--- src/rtl/xrd_pkg.sv ---
// Shared types and constants for the descrambling run-length byte decoder.
`timescale 1ns / 1ps

package xrd_pkg;

    // Byte and register widths.
    localparam int BYTE_W        = 8;
    localparam int ORIG_SIZE_W   = 24;
    localparam int CFG_DATA_W    = 24;
    localparam int CFG_INDEX_W   = 2;

    // Default width of the unpacked byte counter.
    localparam int SIZE_BITS_DEF = 24;

    // Depth of the queue between the front and back parts.
    localparam int QUEUE_DEPTH   = 2;

    // Configuration register indexes.
    localparam logic [CFG_INDEX_W-1:0] REG_XOR_KEY         = 2'd0;
    localparam logic [CFG_INDEX_W-1:0] REG_COMPRESSED_MODE = 2'd1;
    localparam logic [CFG_INDEX_W-1:0] REG_ORIGINAL_SIZE   = 2'd2;

    // One decoded command handed from the front part to the back part.
    typedef struct packed {
        logic              clear;   // start of file: reset the byte count first
        logic [BYTE_W-1:0] value;   // unpacked byte value
        logic [BYTE_W-1:0] copies;  // requested copies, zero means none
    } cmd_t;

endpackage

--- src/rtl/xrd_front.sv ---
// Front part: descrambles each packed item and classifies it as a value or count byte.
`timescale 1ns / 1ps

module xrd_front
    import xrd_pkg::*;
(
    input  logic              clk,
    input  logic              rst_n,
    input  logic [BYTE_W-1:0] xor_key,
    input  logic              compressed_mode,
    input  logic              in_valid,
    input  logic [BYTE_W-1:0] packed_byte,
    input  logic              start_of_file,
    input  logic              queue_full,
    output logic              in_ready,
    output logic              push,
    output cmd_t              cmd
);

    logic [BYTE_W-1:0] prev_value_reg;
    logic [BYTE_W-1:0] prev_value_next;
    logic              have_prev_reg;
    logic              have_prev_next;
    logic              expect_count_reg;
    logic              expect_count_next;

    logic [BYTE_W-1:0] descrambled;
    logic [BYTE_W-1:0] prev_eff;
    logic              have_prev_eff;
    logic              expect_eff;

    // An item is taken whenever the queue has room.
    assign in_ready    = !queue_full;
    assign push        = in_valid && in_ready;
    assign descrambled = packed_byte ^ xor_key;

    // Start of file clears the stream state before the item is handled.
    assign prev_eff      = start_of_file ? '0   : prev_value_reg;
    assign have_prev_eff = start_of_file ? 1'b0 : have_prev_reg;
    assign expect_eff    = start_of_file ? 1'b0 : expect_count_reg;

    // Classify the item and work out the next stream state.
    always_comb
    begin
        prev_value_next   = prev_value_reg;
        have_prev_next    = have_prev_reg;
        expect_count_next = expect_count_reg;
        cmd.clear         = start_of_file;
        cmd.value         = descrambled;
        cmd.copies        = BYTE_W'(1);
        if (compressed_mode && expect_eff)
        begin
            // Count byte: further copies of the previous value.
            cmd.value         = prev_eff;
            cmd.copies        = descrambled;
            prev_value_next   = prev_eff;
            have_prev_next    = have_prev_eff;
            expect_count_next = 1'b0;
        end
        else
        begin
            // Value byte: a repeat of the previous value announces a count byte.
            expect_count_next = compressed_mode && have_prev_eff &&
                                (descrambled == prev_eff);
            prev_value_next   = descrambled;
            have_prev_next    = 1'b1;
        end
    end

    // Stream state registers.
    always_ff @(posedge clk or negedge rst_n)
    begin
        if (!rst_n)
        begin
            prev_value_reg   <= '0;
            have_prev_reg    <= 1'b0;
            expect_count_reg <= 1'b0;
        end
        else if (push)
        begin
            prev_value_reg   <= prev_value_next;
            have_prev_reg    <= have_prev_next;
            expect_count_reg <= expect_count_next;
        end
    end

endmodule

--- src/rtl/xrd_queue.sv ---
// Short command queue between the front and back parts.
`timescale 1ns / 1ps

module xrd_queue
    import xrd_pkg::*;
(
    input  logic clk,
    input  logic rst_n,
    input  logic push,
    input  cmd_t push_cmd,
    input  logic pop,
    output logic full,
    output logic empty,
    output cmd_t head
);

    localparam int PTR_W = (QUEUE_DEPTH > 1) ? $clog2(QUEUE_DEPTH) : 1;
    localparam int CNT_W = $clog2(QUEUE_DEPTH + 1);

    cmd_t             mem [QUEUE_DEPTH];
    logic [PTR_W-1:0] wr_ptr_reg;
    logic [PTR_W-1:0] wr_ptr_next;
    logic [PTR_W-1:0] rd_ptr_reg;
    logic [PTR_W-1:0] rd_ptr_next;
    logic [CNT_W-1:0] count_reg;
    logic [CNT_W-1:0] count_next;

    assign full  = (count_reg == CNT_W'(QUEUE_DEPTH));
    assign empty = (count_reg == '0);
    assign head  = mem[rd_ptr_reg];

    // Pointer and fill count updates, wrapping at the queue depth.
    always_comb
    begin
        wr_ptr_next = wr_ptr_reg;
        rd_ptr_next = rd_ptr_reg;
        count_next  = count_reg;
        if (push)
        begin
            wr_ptr_next = (wr_ptr_reg == PTR_W'(QUEUE_DEPTH - 1)) ? '0 : wr_ptr_reg + 1'b1;
        end
        if (pop)
        begin
            rd_ptr_next = (rd_ptr_reg == PTR_W'(QUEUE_DEPTH - 1)) ? '0 : rd_ptr_reg + 1'b1;
        end
        if (push && !pop)
        begin
            count_next = count_reg + 1'b1;
        end
        else if (pop && !push)
        begin
            count_next = count_reg - 1'b1;
        end
    end

    always_ff @(posedge clk or negedge rst_n)
    begin
        if (!rst_n)
        begin
            wr_ptr_reg <= '0;
            rd_ptr_reg <= '0;
            count_reg  <= '0;
        end
        else
        begin
            wr_ptr_reg <= wr_ptr_next;
            rd_ptr_reg <= rd_ptr_next;
            count_reg  <= count_next;
        end
    end

    // Entry storage.
    always_ff @(posedge clk)
    begin
        if (push)
        begin
            mem[wr_ptr_reg] <= push_cmd;
        end
    end

    // A write into a full queue or a read from an empty one would lose or invent an item.
    assert property (@(posedge clk) disable iff (!rst_n) full |-> !push)
        else $error("queue written while full");
    assert property (@(posedge clk) disable iff (!rst_n) empty |-> !pop)
        else $error("queue read while empty");

endmodule

--- src/rtl/xrd_back.sv ---
// Back part: counts unpacked bytes, cuts runs at the original size and holds the result.
`timescale 1ns / 1ps

module xrd_back
    import xrd_pkg::*;
#(
    parameter int SIZE_BITS = SIZE_BITS_DEF
)
(
    input  logic                   clk,
    input  logic                   rst_n,
    input  logic [ORIG_SIZE_W-1:0] original_size,
    input  logic                   queue_empty,
    input  cmd_t                   head,
    output logic                   pop,
    output logic                   out_valid,
    input  logic                   out_ready,
    output logic [BYTE_W-1:0]      out_value,
    output logic [BYTE_W-1:0]      repeat_count,
    output logic                   last
);

    logic [SIZE_BITS-1:0] emitted_reg;
    logic [SIZE_BITS-1:0] emitted_next;
    logic                 out_valid_reg;
    logic                 out_valid_next;
    logic [BYTE_W-1:0]    out_value_reg;
    logic [BYTE_W-1:0]    repeat_count_reg;
    logic [BYTE_W-1:0]    repeat_count_next;
    logic                 last_reg;
    logic                 last_next;

    logic [SIZE_BITS-1:0] limit;
    logic [SIZE_BITS-1:0] base;
    logic [SIZE_BITS-1:0] left;
    logic [SIZE_BITS-1:0] copies_wide;
    logic                 emit_ok;

    // The size limit is counted in the counter width.
    assign limit       = SIZE_BITS'(original_size);
    assign base        = head.clear ? '0 : emitted_reg;
    assign left        = limit - base;
    assign copies_wide = SIZE_BITS'(head.copies);
    assign emit_ok     = (head.copies != '0) && (base < limit);

    // A command is taken once the output register is free or being emptied.
    assign pop = !queue_empty && (!out_valid_reg || out_ready);

    // Cut the run to what is left of the file and advance the byte count.
    always_comb
    begin
        repeat_count_next = head.copies;
        last_next         = 1'b0;
        emitted_next      = emitted_reg;
        out_valid_next    = out_valid_reg && !out_ready;
        if (copies_wide >= left)
        begin
            repeat_count_next = left[BYTE_W-1:0];
            last_next         = 1'b1;
        end
        if (pop)
        begin
            out_valid_next = emit_ok;
            emitted_next   = emit_ok ? base + SIZE_BITS'(repeat_count_next) : base;
        end
    end

    always_ff @(posedge clk or negedge rst_n)
    begin
        if (!rst_n)
        begin
            emitted_reg   <= '0;
            out_valid_reg <= 1'b0;
        end
        else
        begin
            emitted_reg   <= emitted_next;
            out_valid_reg <= out_valid_next;
        end
    end

    // Result payload, loaded only when a command is taken.
    always_ff @(posedge clk)
    begin
        if (pop)
        begin
            out_value_reg    <= head.value;
            repeat_count_reg <= repeat_count_next;
            last_reg         <= last_next;
        end
    end

    assign out_valid    = out_valid_reg;
    assign out_value    = out_value_reg;
    assign repeat_count = repeat_count_reg;
    assign last         = last_reg;

    // A held result never reports zero copies.
    assert property (@(posedge clk) disable iff (!rst_n)
        out_valid_reg |-> repeat_count_reg != '0)
        else $error("result with zero copies");
    // The byte count never passes the size while a result is held.
    assert property (@(posedge clk) disable iff (!rst_n)
        out_valid_reg |-> emitted_reg <= limit)
        else $error("byte count beyond original size");
    // A result flagged last leaves the count exactly at the size.
    assert property (@(posedge clk) disable iff (!rst_n)
        out_valid_reg && last_reg |-> emitted_reg == limit)
        else $error("last result does not end at original size");

endmodule

--- src/rtl/xor_rle_byte_decoder_unit.sv ---
// Top level of the descrambling doubled-byte run-length decoder.
`timescale 1ns / 1ps

// Takes one packed byte per cycle while the command queue has room, XORs it
// with xor_key and, in compressed mode, decodes doubled-byte runs: a byte equal
// to the one before it is sent and makes the next byte a count of further
// copies, which leave as one item with repeat_count copies (a count of zero
// gives no item). Output stops at original_size unpacked bytes, and the item
// that reaches it is cut short and flagged last. A two-entry command queue
// between the classifying front part and the counting back part lets the input
// keep flowing for two items while the output stalls; results are held in an
// output register. The user must write configuration through cfg_we, cfg_index
// and cfg_data while idle; the block itself does not enforce this.
module xor_rle_byte_decoder_unit
    import xrd_pkg::*;
#(
    parameter int SIZE_BITS = SIZE_BITS_DEF
)
(
    input  logic                   clk,
    input  logic                   rst_n,
    input  logic                   cfg_we,
    input  logic [CFG_INDEX_W-1:0] cfg_index,
    input  logic [CFG_DATA_W-1:0]  cfg_data,
    input  logic                   in_valid,
    output logic                   in_ready,
    input  logic [BYTE_W-1:0]      packed_byte,
    input  logic                   start_of_file,
    output logic                   out_valid,
    input  logic                   out_ready,
    output logic [BYTE_W-1:0]      out_value,
    output logic [BYTE_W-1:0]      repeat_count,
    output logic                   last
);

    logic [BYTE_W-1:0]      xor_key_reg;
    logic                   compressed_mode_reg;
    logic [ORIG_SIZE_W-1:0] original_size_reg;

    logic push;
    logic pop;
    logic queue_full;
    logic queue_empty;
    cmd_t push_cmd;
    cmd_t head;

    // Configuration registers.
    always_ff @(posedge clk or negedge rst_n)
    begin
        if (!rst_n)
        begin
            xor_key_reg         <= '0;
            compressed_mode_reg <= 1'b1;
            original_size_reg   <= '0;
        end
        else if (cfg_we)
        begin
            unique case (cfg_index)
                REG_XOR_KEY:         xor_key_reg         <= cfg_data[BYTE_W-1:0];
                REG_COMPRESSED_MODE: compressed_mode_reg <= cfg_data[0];
                REG_ORIGINAL_SIZE:   original_size_reg   <= cfg_data[ORIG_SIZE_W-1:0];
                default:             ;
            endcase
        end
    end

    xrd_front u_front (
        .clk             (clk),
        .rst_n           (rst_n),
        .xor_key         (xor_key_reg),
        .compressed_mode (compressed_mode_reg),
        .in_valid        (in_valid),
        .packed_byte     (packed_byte),
        .start_of_file   (start_of_file),
        .queue_full      (queue_full),
        .in_ready        (in_ready),
        .push            (push),
        .cmd             (push_cmd)
    );

    xrd_queue u_queue (
        .clk      (clk),
        .rst_n    (rst_n),
        .push     (push),
        .push_cmd (push_cmd),
        .pop      (pop),
        .full     (queue_full),
        .empty    (queue_empty),
        .head     (head)
    );

    xrd_back #(
        .SIZE_BITS (SIZE_BITS)
    ) u_back (
        .clk           (clk),
        .rst_n         (rst_n),
        .original_size (original_size_reg),
        .queue_empty   (queue_empty),
        .head          (head),
        .pop           (pop),
        .out_valid     (out_valid),
        .out_ready     (out_ready),
        .out_value     (out_value),
        .repeat_count  (repeat_count),
        .last          (last)
    );

endmodule

--- config.mk ---
export PLATFORM = sky130hd
export DESIGN_NAME = xor_rle_byte_decoder_unit
export DESIGN_NICKNAME = d
export VERILOG_FILES = /design/src/rtl/xrd_pkg.sv /design/src/rtl/xrd_front.sv /design/src/rtl/xrd_queue.sv /design/src/rtl/xrd_back.sv /design/src/rtl/xor_rle_byte_decoder_unit.sv
export SDC_FILE = /design/constraint.sdc
export NUM_CORES = 1
export LEC_CHECK = 0
export BUFFER_PORTS_ARGS = -buffer_cell sky130_fd_sc_hd__buf_4
export CAP_MARGIN = 0
export CORE_MARGIN = 8
export CORE_UTILIZATION = 60
export DETAILED_ROUTE_END_ITERATION = 10
export MAX_ROUTING_LAYER = met4
export PLACE_DENSITY = 0.78
export SETUP_SLACK_MARGIN = 0.2
export SYNTH_ARGS = -nofsm -noshare
export SYNTH_HDL_FRONTEND = slang
export SYNTH_SLANG_ARGS = --single-unit
--- constraint.sdc ---
create_clock -name clk -period 16.7 [get_ports clk]
set_input_delay 1.67 -clock clk [delete_from_list [all_inputs] [get_ports clk]]
set_output_delay 1.67 -clock clk [all_outputs]
set_load 0.01 [all_outputs]
==> impl_results.md <==
- Largest net degree at the start of global routing: 73
- Max reg flops: 34
- Layout cell share with drive strength beyond 1: 0.201
- Post-Route WL: 18000 µm
- Number of synthesized flops with an enable pin: 51
- Worst hold path class: reg2reg
- CTS clk-pin slew, worst paths: 0.05 ns
- Setup repair bufs after CTS: 0
- Htree depth: 4
- Number of cells after detailed placement: 874
- Chip height: 126 µm
- Critical path's slowest cell: dfrtp_1
- RSZ-0062 raised after global routing: no
- CTS resizes: 0
- CP Launch Point: u_queue.rd_ptr_reg
- CP endpoint: u_back.emitted_reg[14]
- Clock Sinks: around 120
- Max Freq: between 0.1 and 0.15 GHz
- Signal arrival time at the worst endpoint: 8.23 ns
- Syn_area_per_cell: roughly 11 µm²
- Required time of the critical path: 16.99 ns
- RePlAce Congestion: ~0.96
- Die Area: between 15000 and 20000 µm²
- Worst Skew: 0.00920 ns
- R2R Setup Slk: just under 9 ns
- Setup Crit Path Kind: reg2reg
- CP Launch Type: register
- Grt total ovfl: 0
- Core Area: ~12000 µm²
- DRT antenna net count: 0
- # DRC: 0
- Tcrit/Tclk final: 0.475
- Capturing point of the worst reg2reg path: u_back.emitted_reg[14]
- Status: complete, no violations
- Final setup vio count: 0
- Sequential share of the synthesized area: 0.456
- Max-cap violations: 0
- Worst relative slew slack: 0.358
- Vias: 5663
- Fin nets: 830
- Root buffer selected by CTS: clkbuf_16
- Primary FF master, synth: dfrtp_1
- PwrDens: 172 nW/µm²
- Yosys top cell by area: dfrtp_1
- Top cell type's share of synthesized area: 0.243
- Worst reg2reg path depth: 29
- N_diodes: 0
- # rows: 40
- Slew Viols, Final: 0
- Commonest non-fill, non-tap cell in the layout: nand2_1
- CP max FO: 29
- Clock latency on the worst-skew pair: 0.42 ns
- Hold_ws: around 0.48 ns
- Post-synth cell types: 72
- Drt pass-1 iters: 5
- DP Wirelength: 13300 µm
- Initial core utilization: 0.611
- Initial antenna violation count: 0
- Ys async rst share: 0.585
- IO Pins: 59
- Vias per cell: 6.26
- Final core utilization: 0.705
- CTS Buf Count: 17
- Clock Path Buffers: 2
- Hold_buf cts: 0
- Tmin final: 7.94 ns
- Wirelength per Cell: 19.9 µm
- VDD IR max: 126 µV
- R2R Path Start: u_queue.rd_ptr_reg
- Area Overhead vs Synth: 15.4%
- Most frequent cells in the layout: nand2_1, dfrtp_1, buf_4
- First-pass GRT wire length: 28900 µm
- Total track usage: 0.239
- Fin. Hold Viols: 0
- Main area contributors after synthesis: dfrtp_1, edfxtp_1, ha_1
- Yosys warns: 0
- Vias in the first global route: approximately 5600
- #FFs+latches synth: 123
- Post-Syn Area: 7310 µm²
- Setup crit end kind: register
- Setup TNS: 0 ns
- Synthesized net count: 772
- CTS tree: built
- Die X: 126 µm
- Port bufs: 58
- Leak: 0.00353 µW
- Initial DRC count: 430
- Gate Count Post-Synth: 688
- Slew at the pin closest to its max-slew limit: 0.962 ns
- Cell Count, Final, Fillers Out: roughly 910
- Crit path largest cell delay: 0.97 ns
cell usage after synthesis, types with 4 or more instances:
cell type  number
a211oi_1        4
a21o_1         20
a21oi_1        38
a22o_1          8
a31oi_1         6
and2_1          4
and3_1         11
clkbuf_1       17
dfrtp_1        71
edfxtp_1       51
ha_1           42
inv_1          31
mux2_2         43
mux2i_1        15
nand2_1        73
nand2b_1        8
nand3_1        12
nand4_1        11
nor2_1         34
nor2b_1         5
nor3_1         12
nor4_1          4
nor4b_1         4
o211ai_1        6
o21a_1          4
o21ai_0        28
o21ai_1         5
or3_1           4
xnor2_1        28
xor2_1         24
layout make-up:
type,count,area (µm²)
multi-input cells,510,3750
clock buffers,24,482
inverters,31,116
well taps,147,184
fillers,909,3530
repair buffers,63,473
clock inverters,7,91.3
flip-flops and latches,123,3330
worst max-delay path, delay by kind of cell (launching register included):
family                     cells  cell delay (ns)
AOI/OAI and AO/OA             12             2.89
adders and majority gates      5             1.55
and+or+nand+nor                6             1.24
DFF                            1             0.97
muxes                          2             0.47
buffers and inverters          2             0.38
xor gates and xnor gates       2             0.27
cell families after synthesis:
kind of cell | after synthesis | share of synthesized area
compound gates | 158 | 0.150
xor+xnor | 52 | 0.0623
fa+ha+maj | 44 | 0.0774
buf+inv | 55 | 0.0308
flops | 123 | 0.456
mux | 59 | 0.0889
simple gates | 197 | 0.134
report_power, final:
part	internal (µW)	total, µW	switching (µW)
Clock	230	359	129
Sequential	415	471	55.6
Combinational	259	617	358
Total	904	1450	543
worst min path at each step:
stage | start | end | slack (ns) | depth (start not counted)
finish | u_front.have_prev_reg | u_front.have_prev_reg | 0.48 | 1
floorplan | u_front.have_prev_reg | u_front.have_prev_reg | 0.43 | 1
global placement | u_front.have_prev_reg | u_front.have_prev_reg | 0.47 | 1
global route | u_front.have_prev_reg | u_front.have_prev_reg | 0.48 | 1
CTS | u_front.have_prev_reg | u_front.have_prev_reg | 0.47 | 1
detailed placement | u_front.have_prev_reg | u_front.have_prev_reg | 0.46 | 1
through the flow:
step                      worst slack, ns  area, µm²  power [µW]
final                                8.76       8430        1450
after global routing                 8.22       8430        1530
after CTS                            8.82       8430        1450
after detailed placement             8.88       7860        1080
after global placement               9.15       7860        1060
after floorplan                     10.36       7310         902
per-layer routing:
metal	track usage	share of wire
met2	0.379	0.48
met1	0.294	0.45
met4	0.0885	0.024
met5	-	0
met3	0.0536	0.046
(Power assumes the default switching activity.)
